File: src/rtl/rid_pkg.sv
package rid_pkg;

   typedef logic [5:0] rid_mn_type;
   typedef rid_mn_type rid_row_type [8];

   // major opcode classes, instruction bits 6:2
   localparam logic [4:0] CLS_LOAD      = 5'd0;
   localparam logic [4:0] CLS_LOAD_FP   = 5'd1;
   localparam logic [4:0] CLS_MISC_MEM  = 5'd3;
   localparam logic [4:0] CLS_OP_IMM    = 5'd4;
   localparam logic [4:0] CLS_AUIPC     = 5'd5;
   localparam logic [4:0] CLS_OP_IMM_32 = 5'd6;
   localparam logic [4:0] CLS_STORE     = 5'd8;
   localparam logic [4:0] CLS_STORE_FP  = 5'd9;
   localparam logic [4:0] CLS_AMO       = 5'd11;
   localparam logic [4:0] CLS_OP        = 5'd12;
   localparam logic [4:0] CLS_LUI       = 5'd13;
   localparam logic [4:0] CLS_OP_32     = 5'd14;
   localparam logic [4:0] CLS_BRANCH    = 5'd24;
   localparam logic [4:0] CLS_JALR      = 5'd25;
   localparam logic [4:0] CLS_JAL       = 5'd27;
   localparam logic [4:0] CLS_SYSTEM    = 5'd28;

   localparam logic [1:0] OPC_LOW_32BIT = 2'b11;

   localparam logic [6:0] F7_ALT    = 7'h20;
   localparam logic [6:0] F7_MULDIV = 7'h01;
   localparam logic [6:0] F7_AMO_4  = 7'h04;
   localparam logic [6:0] F7_AMO_8  = 7'h08;
   localparam logic [6:0] F7_AMO_C  = 7'h0C;

   localparam logic [2:0] F3_SLL = 3'd1;
   localparam logic [2:0] F3_SRL = 3'd5;

   localparam rid_mn_type MN_NONE = 6'd0;
   localparam rid_mn_type MN_ADD  = 6'd13;
   localparam rid_mn_type MN_JALR = 6'd55;
   localparam rid_mn_type MN_JAL  = 6'd56;

   localparam logic [1:0] PK_NONE    = 2'd0;
   localparam logic [1:0] PK_JMP     = 2'd1;
   localparam logic [1:0] PK_MOV_IMM = 2'd2;
   localparam logic [1:0] PK_MOV_REG = 2'd3;

   // mnemonic rows, indexed by func3
   localparam rid_row_type ROW_LOAD     = '{6'd1, 6'd2, 6'd3, 6'd4, 6'd5, 6'd6, 6'd7, 6'd0};
   localparam rid_row_type ROW_LOAD_FP  = '{6'd0, 6'd0, 6'd8, 6'd9, 6'd0, 6'd0, 6'd0, 6'd0};
   localparam rid_row_type ROW_MISC_MEM = '{6'd10, 6'd11, 6'd0, 6'd0, 6'd0, 6'd0, 6'd0, 6'd0};
   localparam rid_row_type ROW_ALU_ALT  = '{6'd0, 6'd0, 6'd0, 6'd0, 6'd0, 6'd12, 6'd0, 6'd0};
   localparam rid_row_type ROW_ALU      = '{6'd13, 6'd14, 6'd15, 6'd16,
                                            6'd17, 6'd18, 6'd19, 6'd20};
   localparam rid_row_type ROW_W_ALT    = '{6'd0, 6'd0, 6'd0, 6'd0, 6'd0, 6'd22, 6'd0, 6'd0};
   localparam rid_row_type ROW_W        = '{6'd23, 6'd24, 6'd0, 6'd0, 6'd0, 6'd25, 6'd0, 6'd0};
   localparam rid_row_type ROW_STORE    = '{6'd1, 6'd2, 6'd3, 6'd4, 6'd0, 6'd0, 6'd0, 6'd0};
   localparam rid_row_type ROW_AMO_4    = '{6'd0, 6'd0, 6'd26, 6'd27, 6'd0, 6'd0, 6'd0, 6'd0};
   localparam rid_row_type ROW_AMO_8    = '{6'd0, 6'd0, 6'd28, 6'd29, 6'd0, 6'd0, 6'd0, 6'd0};
   localparam rid_row_type ROW_AMO_C    = '{6'd0, 6'd0, 6'd30, 6'd31, 6'd0, 6'd0, 6'd0, 6'd0};
   localparam rid_row_type ROW_AMO      = '{6'd0, 6'd0, 6'd32, 6'd33, 6'd0, 6'd0, 6'd0, 6'd0};
   localparam rid_row_type ROW_MULDIV   = '{6'd34, 6'd35, 6'd36, 6'd37,
                                            6'd38, 6'd39, 6'd40, 6'd41};
   localparam rid_row_type ROW_OP_ALT   = '{6'd42, 6'd0, 6'd0, 6'd0, 6'd0, 6'd12, 6'd0, 6'd0};
   localparam rid_row_type ROW_MULDIV_W = '{6'd43, 6'd0, 6'd0, 6'd0, 6'd44, 6'd45, 6'd46, 6'd47};
   localparam rid_row_type ROW_OP_W_ALT = '{6'd48, 6'd0, 6'd0, 6'd0, 6'd0, 6'd22, 6'd0, 6'd0};
   localparam rid_row_type ROW_BRANCH   = '{6'd49, 6'd50, 6'd0, 6'd0, 6'd51, 6'd52, 6'd53, 6'd54};
   localparam rid_row_type ROW_SYSTEM   = '{6'd57, 6'd58, 6'd59, 6'd60, 6'd0, 6'd61, 6'd62, 6'd63};
   localparam rid_mn_type  MN_LUI       = 6'd21;

   typedef struct packed {
      logic              legal;
      rid_mn_type        mnemonic;
      logic [4:0]        major_class;
      logic [1:0]        pseudo_kind;
      logic [4:0]        dest_reg;
      logic [4:0]        src1_reg;
      logic [4:0]        src2_reg;
      logic [4:0]        src3_reg;
      logic [6:0]        funct7_field;
      logic signed [31:0] immediate;
      logic [63:0]       branch_target;
   } rid_result_type;

endpackage

File: src/rtl/riscv_instruction_decoder.sv
// Throughput: one instruction per cycle while rsp_ready is high; the input
// register and the result register form a two-stage pipeline with one decode
// pass between them, and a result shows on rsp_valid from the result register.
// Reset: synchronous, active high; clears both stage valid flags, so no result
// is pending and req_ready is high in the first cycle after reset.
module riscv_instruction_decoder
   import rid_pkg::*;
(
   input  logic               clock,
   input  logic               reset,
   input  logic               req_valid,
   output logic               req_ready,
   input  logic [31:0]        req_instr_word,
   input  logic [63:0]        req_pc,
   output logic               rsp_valid,
   input  logic               rsp_ready,
   output logic               rsp_legal,
   output logic [5:0]         rsp_mnemonic,
   output logic [4:0]         rsp_major_class,
   output logic [1:0]         rsp_pseudo_kind,
   output logic [4:0]         rsp_dest_reg,
   output logic [4:0]         rsp_src1_reg,
   output logic [4:0]         rsp_src2_reg,
   output logic [4:0]         rsp_src3_reg,
   output logic [6:0]         rsp_funct7_field,
   output logic signed [31:0] rsp_immediate,
   output logic [63:0]        rsp_branch_target
);

   logic           in_valid_ff, in_valid_in;
   logic [31:0]    in_word_ff;
   logic [63:0]    in_pc_ff;
   logic           out_valid_ff, out_valid_in;
   rid_result_type out_ff;
   rid_result_type dec_result;
   logic           out_free;
   logic           in_move;
   logic           req_xfer;

   assign out_free  = !out_valid_ff || rsp_ready;
   assign in_move   = in_valid_ff && out_free;
   assign req_ready = !in_valid_ff || out_free;
   assign req_xfer  = req_valid && req_ready;

   always_comb begin
      if (req_xfer) in_valid_in = 1'b1;
      else if (in_move) in_valid_in = 1'b0;
      else in_valid_in = in_valid_ff;
      out_valid_in = out_free ? in_valid_ff : out_valid_ff;
   end

   always_ff @(posedge clock) begin
      if (reset) begin
         in_valid_ff  <= 1'b0;
         out_valid_ff <= 1'b0;
      end else begin
         in_valid_ff  <= in_valid_in;
         out_valid_ff <= out_valid_in;
      end
   end

   always_ff @(posedge clock) begin
      if (req_xfer) begin
         in_word_ff <= req_instr_word;
         in_pc_ff   <= req_pc;
      end
      if (in_move) out_ff <= dec_result;
   end

   rid_decode u_decode (
      .instr_word (in_word_ff),
      .pc         (in_pc_ff),
      .result     (dec_result)
   );

   assign rsp_valid         = out_valid_ff;
   assign rsp_legal         = out_ff.legal;
   assign rsp_mnemonic      = out_ff.mnemonic;
   assign rsp_major_class   = out_ff.major_class;
   assign rsp_pseudo_kind   = out_ff.pseudo_kind;
   assign rsp_dest_reg      = out_ff.dest_reg;
   assign rsp_src1_reg      = out_ff.src1_reg;
   assign rsp_src2_reg      = out_ff.src2_reg;
   assign rsp_src3_reg      = out_ff.src3_reg;
   assign rsp_funct7_field  = out_ff.funct7_field;
   assign rsp_immediate     = out_ff.immediate;
   assign rsp_branch_target = out_ff.branch_target;

endmodule

File: src/rtl/rid_decode.sv
module rid_decode
   import rid_pkg::*;
(
   input  logic [31:0]    instr_word,
   input  logic [63:0]    pc,
   output rid_result_type result
);

   function automatic rid_mn_type mn_lookup(input logic [4:0] major,
                                            input logic [6:0] f7,
                                            input logic [2:0] f3);
      rid_mn_type mn;
      mn = MN_NONE;
      case (major)
         CLS_LOAD:     mn = ROW_LOAD[f3];
         CLS_LOAD_FP:  mn = ROW_LOAD_FP[f3];
         CLS_MISC_MEM: mn = ROW_MISC_MEM[f3];
         CLS_OP_IMM: begin
            if (f7 == F7_ALT && ROW_ALU_ALT[f3] != MN_NONE) mn = ROW_ALU_ALT[f3];
            else mn = ROW_ALU[f3];
         end
         CLS_AUIPC:    mn = MN_LUI;
         CLS_OP_IMM_32: begin
            if (f7 == F7_ALT && ROW_W_ALT[f3] != MN_NONE) mn = ROW_W_ALT[f3];
            else mn = ROW_W[f3];
         end
         CLS_STORE:    mn = ROW_STORE[f3];
         CLS_STORE_FP: mn = ROW_LOAD_FP[f3];
         CLS_AMO: begin
            if (f7 == F7_AMO_4 && ROW_AMO_4[f3] != MN_NONE) mn = ROW_AMO_4[f3];
            else if (f7 == F7_AMO_8 && ROW_AMO_8[f3] != MN_NONE) mn = ROW_AMO_8[f3];
            else if (f7 == F7_AMO_C && ROW_AMO_C[f3] != MN_NONE) mn = ROW_AMO_C[f3];
            else mn = ROW_AMO[f3];
         end
         CLS_OP: begin
            if (f7 == F7_MULDIV) mn = ROW_MULDIV[f3];
            else if (f7 == F7_ALT && ROW_OP_ALT[f3] != MN_NONE) mn = ROW_OP_ALT[f3];
            else mn = ROW_ALU[f3];
         end
         CLS_LUI:      mn = MN_LUI;
         CLS_OP_32: begin
            if (f7 == F7_MULDIV && ROW_MULDIV_W[f3] != MN_NONE) mn = ROW_MULDIV_W[f3];
            else if (f7 == F7_ALT && ROW_OP_W_ALT[f3] != MN_NONE) mn = ROW_OP_W_ALT[f3];
            else mn = ROW_W[f3];
         end
         CLS_BRANCH:   mn = ROW_BRANCH[f3];
         CLS_JALR:     mn = MN_JALR;
         CLS_JAL:      mn = MN_JAL;
         CLS_SYSTEM:   mn = ROW_SYSTEM[f3];
         default:      mn = MN_NONE;
      endcase
      return mn;
   endfunction

   logic [4:0]         major;
   logic [2:0]         f3;
   logic [31:0]        imm;
   rid_mn_type         mn;
   logic [1:0]         pk;

   assign major = instr_word[6:2];
   assign f3    = instr_word[14:12];

   always_comb begin
      case (major)
         CLS_STORE, CLS_STORE_FP:
            imm = {{20{instr_word[31]}}, instr_word[31:25], instr_word[11:7]};
         CLS_BRANCH:
            imm = {{19{instr_word[31]}}, instr_word[31], instr_word[7],
                   instr_word[30:25], instr_word[11:8], 1'b0};
         CLS_OP_IMM, CLS_OP_IMM_32: begin
            // shift forms carry a plain shift amount
            if (f3 == F3_SLL || f3 == F3_SRL) imm = {27'd0, instr_word[24:20]};
            else imm = {{20{instr_word[31]}}, instr_word[31:20]};
         end
         CLS_LOAD, CLS_LOAD_FP, CLS_MISC_MEM, CLS_JALR, CLS_SYSTEM:
            imm = {{20{instr_word[31]}}, instr_word[31:20]};
         CLS_AUIPC, CLS_LUI:
            imm = {instr_word[31:12], 12'd0};
         CLS_JAL:
            imm = {{11{instr_word[31]}}, instr_word[31], instr_word[19:12],
                   instr_word[20], instr_word[30:21], 1'b0};
         default:
            imm = 32'd0;
      endcase
   end

   always_comb begin
      if (instr_word[1:0] == OPC_LOW_32BIT) mn = mn_lookup(major, instr_word[31:25], f3);
      else mn = MN_NONE;
   end

   always_comb begin
      pk = PK_NONE;
      if (mn == MN_JAL || mn == MN_JALR) begin
         if (instr_word[11:7] == 5'd0) pk = PK_JMP;
      end else if (mn == MN_ADD && major == CLS_OP_IMM) begin
         if (instr_word[19:15] == 5'd0) pk = PK_MOV_IMM;
         else if (imm == 32'd0) pk = PK_MOV_REG;
      end
   end

   always_comb begin
      result.legal         = (mn != MN_NONE);
      result.mnemonic      = mn;
      result.major_class   = major;
      result.pseudo_kind   = pk;
      result.dest_reg      = instr_word[11:7];
      result.src1_reg      = instr_word[19:15];
      result.src2_reg      = instr_word[24:20];
      result.src3_reg      = instr_word[31:27];
      result.funct7_field  = instr_word[31:25];
      result.immediate     = imm;
      result.branch_target = pc + {{32{imm[31]}}, imm};
   end

endmodule

File: config.mk
export PLATFORM = sky130hd
export DESIGN_NAME = riscv_instruction_decoder
export DESIGN_NICKNAME = d
export VERILOG_FILES = /design/src/rtl/rid_pkg.sv /design/src/rtl/riscv_instruction_decoder.sv /design/src/rtl/rid_decode.sv
export SDC_FILE = /design/constraint.sdc
export NUM_CORES = 1
export LEC_CHECK = 0
export CORE_MARGIN = 3
export CORE_UTILIZATION = 50
export DETAILED_ROUTE_END_ITERATION = 6
export DONT_BUFFER_PORTS = 1
export PLACE_DENSITY = 0.68
export SLEW_MARGIN = 20
export SYNTH_ARGS = -nofsm -noshare
export SYNTH_HDL_FRONTEND = slang
export SYNTH_SLANG_ARGS = --single-unit
File: constraint.sdc
create_clock -name clock -period 9.4 [get_ports clock]
set_input_delay 1.88 -clock clock [delete_from_list [all_inputs] [get_ports clock]]
set_output_delay 1.88 -clock clock [all_outputs]
set_load 0.01 [all_outputs]
==> results of run 1 <==
[worst reg2reg max path, delay by kind of cell, from the launching register on]
family / cells / cell delay, ns
AO/OA/AOI/OAI: 10 / 3.29
adder cells (fa/ha/maj): 2 / 0.80
buffers and inverters: 2 / 0.36
flip-flops: 1 / 0.51
multiplexers: 1 / 0.14
AND/OR/NAND/NOR: 3 / 0.36
[routing by layer]
metal / routed length [um] / global-route usage / up-vias
met5: 29 / 0 / -
met3: 2402 / 0.05199 / 83
li1: - / - / 4140
met2: 15400 / 0.3878 / 385
met4: 1203 / 0.08381 / 4
met1: 14240 / 0.3316 / 4287
[kinds of logic (layout without fill, tap and decap cells)]
group | count (synthesis) | count (layout) | share of synthesized area
other cells | 0 | 3 | 0
buf+inv | 73 | 74 | 0.02477
flops | 230 | 230 | 0.5565
simple gates | 325 | 325 | 0.1303
compound gates | 326 | 326 | 0.1693
xor+xnor | 62 | 62 | 0.04388
fa+ha+maj | 73 | 73 | 0.07442
mux | 1 | 1 | 0.0008089
[cell usage after synthesis, drive strengths merged, types with 15 or more instances]
cell / instances / area share
nand2: 96 / 0.029
nand4: 18 / 0.0091
inv: 24 / 0.0073
nor3: 23 / 0.0097
xnor2: 37 / 0.026
nand3: 19 / 0.0077
nor2b: 30 / 0.015
xor2: 25 / 0.018
nor2: 69 / 0.021
o21ai: 79 / 0.032
and3: 15 / 0.0076
ha: 72 / 0.073
a21oi: 98 / 0.040
edfxtp: 228 / 0.55
a21o: 38 / 0.023
clkbuf: 35 / 0.011
[final timing paths]
| kind | start | to | slack (ns) | depth (start not counted) |
|---|---|---|---|---|
| max reg2reg | in_word_ff[13] | rsp_branch_target[51] | 3.72 | 18 |
| max | in_word_ff[13] | rsp_branch_target[51] | 3.72 | 18 |
| min reg2reg | in_word_ff[17] | rsp_src1_reg[2] | 0.45 | 0 |
| min | in_word_ff[17] | rsp_src1_reg[2] | 0.45 | 0 |
[where the power goes]
group	internal, mW	switching (mW)
Sequential	1.22	0.0639
Combinational	0.135	0.240
Clock	0.513	0.380
[stage by stage]
step	setup WS, ns	power, mW	hold slack [ns]	instance area, um2
after floorplan	0.9637	1.574	0.4264	12370
after global placement	3.761	1.677	0.4347	12640
after detailed placement	3.765	1.679	0.4498	12640
after CTS	3.762	2.576	0.4543	13380
after global routing	3.150	2.662	0.4600	13390
final	3.719	2.556	0.4530	13390
[final cells by class]
class	instances	area [um2]	area share
flip-flops and latches	230	6887	0.5145
multi-input cells	787	5204	0.3888
clock buffers	30	644.4	0.04814
well taps	319	399.1	0.02982
clock inverters	12	93.84	0.007011
inverters	24	90.09	0.006730
repair buffers	8	60.06	0.004487
diodes	3	7.507	0.0005609
==> run_results.csv, run 1 <==
group,metric,value,unit
synth,synth_cell_type_count,74,
final_layout,final_nets,1249,
global_routing,antenna_found_initial,5,
sta,slew_violations,0,
outcome,run_status,"finished clean",
global_routing,track_usage,0.2430,
drt,first_pass_iters,5,
clocking,root_buffer,"clkbuf_16",
synth,yosys_warnings,0,
clocking,ctsHoldBuffers,0,
synth,async_flop_share,0,
critical_path,cp-end-kind,"register",
floorplan,die_width,163.3,um
final_layout,fin_cells,1413,
clocking,insertion_delay,0.54,ns
critical_path,cp_common_cell,"o21ai_0",
final_layout,final_util,0.5602,
hold_path,hold_path_class,"register to register",
final_layout,final_common_cell,"edfxtp_1",
synth,synth_seq_cells,230,
sta,finalHoldViolations,0,
floorplan,die_y,163.3,um
final_layout,drive_gt1_frac,0.05133,
critical_path,critPathSlowestCell,"o41ai_1",
final_layout,syn_to_final_growth,8.170,%
sta,finClkSkew,0.01999,ns
floorplan,num_rows,56,
drt,ant_nets,0,
run,cap_viol_max_count,0,
sta,fmax,176.0,MHz
drt,via_count,8899,
global_routing,grt_max_degree,75,
clocking,cts_setup_buffers,0,
critical_path,worstPathCellList,"inv_1 > ha_1 > inv_1 > a21oi_1 > nor3_1 > o21ai_1 > o21ai_0 > ha_1 > nand2_1 > o21ai_0 > o21ai_0 > a21oi_1 > o21ai_1 > a2111oi_2 > nor4_1 > o41ai_1 > mux2i_1 > a2111oi_0",
sta,rsz0062_at_grt,"no",
floorplan,start_util,0.5179,
power_and_ir_drop,p_leak,5.042,nW
synth,synth_nets,1263,
clocking,cts_tree,"built",
drt,drtIter0Drc,644,
clocking,clk_pin_slew_worst_paths,0.06,ns
drt,drc,0,
synth,ys_seq_area_frac,0.5565,
synth,synth_edf_count,228,
critical_path,path_buf_inv,2,
placed_design,dpl.cell_count,1368,
critical_path,crit_path_max_fanout,9,
drt,via_per_inst,6.298,
final_layout,fillers,2042,
clocking,h-tree-depth,1,
final_layout,layout_common_cells,"edfxtp_1 (228), a21oi_1 (97), nand2_1 (96)",
global_routing,grt_pass1_wl,50230,um
clocking,numCtsBuffers,25,
floorplan,ios,239,
floorplan,die-area,26670,um2
critical_path,critPathLaunchType,"register",
drt,routed_wl,33280,um
synth,syn_inst,1090,
critical_path,max_stage_delay,0.64,ns
drt,avgRoutedWirePerCell,23.55,um
critical_path,crit_family,"compound AO/OA/AOI/OAI gates",
critical_path,arrival,5.99,ns
placed_design,routabilityCongestion,0.9423,
sta,relSlewSlack,0.3332,
synth,avgSynthCellArea,11.35,um2
placed_design,hpwl,25020,um
sta,fin_crit_sh,0.6044,
placed_design,port_buffers,0,
clocking,cts_num_sinks,230,
sta,final-setup-viol-count,0,
synth,syn_area,12370,um2
sta,fin_crit,5.681,ns
critical_path,criticalPathCategory,"register to register",
global_routing,grt_overflow,0,
clocking,cts_resized,0,
floorplan,fp.coreArea,23890,um2
global_routing,grt_pass1_vias,8539,
sta,worstMarginPinSlew,1.000,ns
synth,synth_flop_cell,"edfxtp_1",
sta,setup_tns,0,ns
clocking,clockBufferDepth,3,
power_and_ir_drop,power_per_cell_area,190.9,nW/um2
power_and_ir_drop,max-vdd-ir-drop,0.0001507,V
critical_path,cp.required,9.71,ns
No activity file was read; power rests on OpenSTA's default activity.
==> run 2, diff against run 1 <==
- clock period: 9.4 -> 5.4 ns (I/O delays scaled with it)
==> run 2 against run 1 <==
Compared with the run above:
- clock-buffer cell count stayed put
- wire length up 2.4%
- largest power group unchanged
- critical endpoint is now rsp_branch_target[48]
- cell count rose by 1.3%
==> run_results.csv, run 2 (synthesis gave the netlist of run 1 again) <==
group,metric,value,unit
critical_path,cp-end-kind,"register",
floorplan,die-area,26670,um2
outcome,run_status,"finished clean",
clocking,clk_pin_slew_worst_paths,0.06,ns
sta,slew_violations,0,
clocking,cts_num_sinks,230,
drt,ant_nets,0,
power_and_ir_drop,p_leak,5.199,nW
sta,rsz0062_at_grt,"no",
global_routing,grt_overflow,0,
global_routing,grt_max_degree,133,
floorplan,die_width,163.3,um
drt,first_pass_iters,5,
floorplan,fp.coreArea,23890,um2
drt,via_per_inst,6.230,
clocking,numCtsBuffers,24,
power_and_ir_drop,max-vdd-ir-drop,0.0002932,V
final_layout,fillers,2008,
floorplan,die_y,163.3,um
placed_design,routabilityCongestion,1.010,
clocking,h-tree-depth,1,
sta,fin_crit,5.091,ns
clocking,ctsHoldBuffers,0,
clocking,cts_tree,"built",
hold_path,hold-path-cell-count,0,
sta,fin_crit_sh,0.9428,
placed_design,hpwl,25350,um
clocking,clockBufferDepth,3,
sta,fmax,196.4,MHz
global_routing,antenna_found_initial,5,
drt,drc,0,
clocking,insertion_delay,0.53,ns
drt,via_count,8921,
final_layout,final_common_cell,"edfxtp_1",
global_routing,grt_pass1_vias,8640,
final_layout,syn_to_final_growth,10.52,%
critical_path,arrival,5.34,ns
final_layout,final_util,0.5724,
sta,finalHoldViolations,0,
critical_path,criticalPathCategory,"register to register",
critical_path,critPathLaunchType,"register",
clocking,root_buffer,"clkbuf_16",
power_and_ir_drop,power_per_cell_area,341.7,nW/um2
sta,finClkSkew,0.03166,ns
critical_path,crit_path_max_fanout,7,
final_layout,drive_gt1_frac,0.08094,
floorplan,num_rows,56,
critical_path,reg2regPathDepth,19,
run,cap_viol_max_count,0,
sta,hold_slack,0.4573,ns
final_layout,layout_common_cells,"edfxtp_1 (228), a21oi_1 (97), nand2_1 (96)",
sta,worstMarginPinSlew,0.8549,ns
clocking,cts_setup_buffers,0,
floorplan,ios,239,
drt,routed_wl,34080,um
sta,final-setup-viol-count,0,
final_layout,final_nets,1268,
global_routing,track_usage,0.2506,
placed_design,dpl-instance-area,12800,um2
floorplan,start_util,0.5179,
drt,avgRoutedWirePerCell,23.80,um
power_and_ir_drop,total_power,4.672,mW
drt,drtIter0Drc,938,
sta,relSlewSlack,0.4301,
global_routing,grt_pass1_wl,51280,um
hold_path,hold_path_class,"register to register",
critical_path,cp.required,5.65,ns
final_layout,finalInstanceArea,13680,um2
placed_design,port_buffers,0,
run 2: repair_timing:
item / in CTS / in global routing
resized for setup: 1 / 9
cloned: 0 / 0
endpoints found under the setup margin: 2 / 10
pin swaps: 0 / 0
run 2: power breakdown:
part | internal [mW] | switching (mW) | total (mW)
Combinational | 0.250 | 0.437 | 0.688
Clock | 1.08 | 0.668 | 1.75
Sequential | 2.13 | 0.104 | 2.23
run 2: per-layer routing:
layer | wire length, um | GRT usage | vias up
li1 | - | - | 4167
met1 | 14290 | 0.3396 | 4293
met2 | 16080 | 0.4083 | 382
met3 | 2748 | 0.06036 | 71
met4 | 907 | 0.06498 | 8
met5 | 57 | 0 | -
run 2: final cells by class:
cell class	count	area, um2	share of cell area
well taps	319	399.1	0.02919
multi-input cells	787	5236	0.3829
flip-flops and latches	230	6887	0.5036
diodes	1	2.502	0.0001830
clock buffers	30	644.4	0.04712
clock inverters	13	193.9	0.01418
repair buffers	28	222.7	0.01629
inverters	24	90.09	0.006587
run 2: path summary, 6_finish.rpt:
| check | slack [ns] | endpoint | startpoint |
|---|---|---|---|
| setup reg to reg | 0.31 | rsp_branch_target[48] | in_word_ff[13] |
| setup / recovery | 0.31 | rsp_branch_target[48] | in_word_ff[13] |
| hold / removal | 0.46 | rsp_src1_reg[2] | in_word_ff[17] |
| hold reg to reg | 0.46 | rsp_src1_reg[2] | in_word_ff[17] |
run 2: worst max-delay path: stages (launching register included):
cell and delay, ns:
edfxtp_1 0.38, inv_1 0.19, ha_1 0.29, inv_1 0.14, a21oi_1 0.22, nor3_1 0.09, o21ai_1 0.24, buf_4 0.19
o21ai_0 0.22, ha_2 0.49, and2_1 0.19, and4_1 0.25, o2111ai_1 0.18, a31oi_2 0.32, a41oi_1 0.23, o31a_1 0.41
o21ai_1 0.25, a31oi_1 0.17, o21ai_0 0.25, xor2_1 0.11
run 2: per-stage QoR:
step / setup WS [ns] / TNS (ns) / std cells
4_1_cts: 0.02200 / 0 / 1431
3_3_place_gp: -0.09878 / -0.1730 / 1388
2_1_floorplan: 0.3603 / 0 / 1090
6_report: 0.3088 / 0 / 1432
3_5_place_dp: -0.1115 / -0.2217 / 1388
5_1_grt: 0.04327 / 0 / 1432
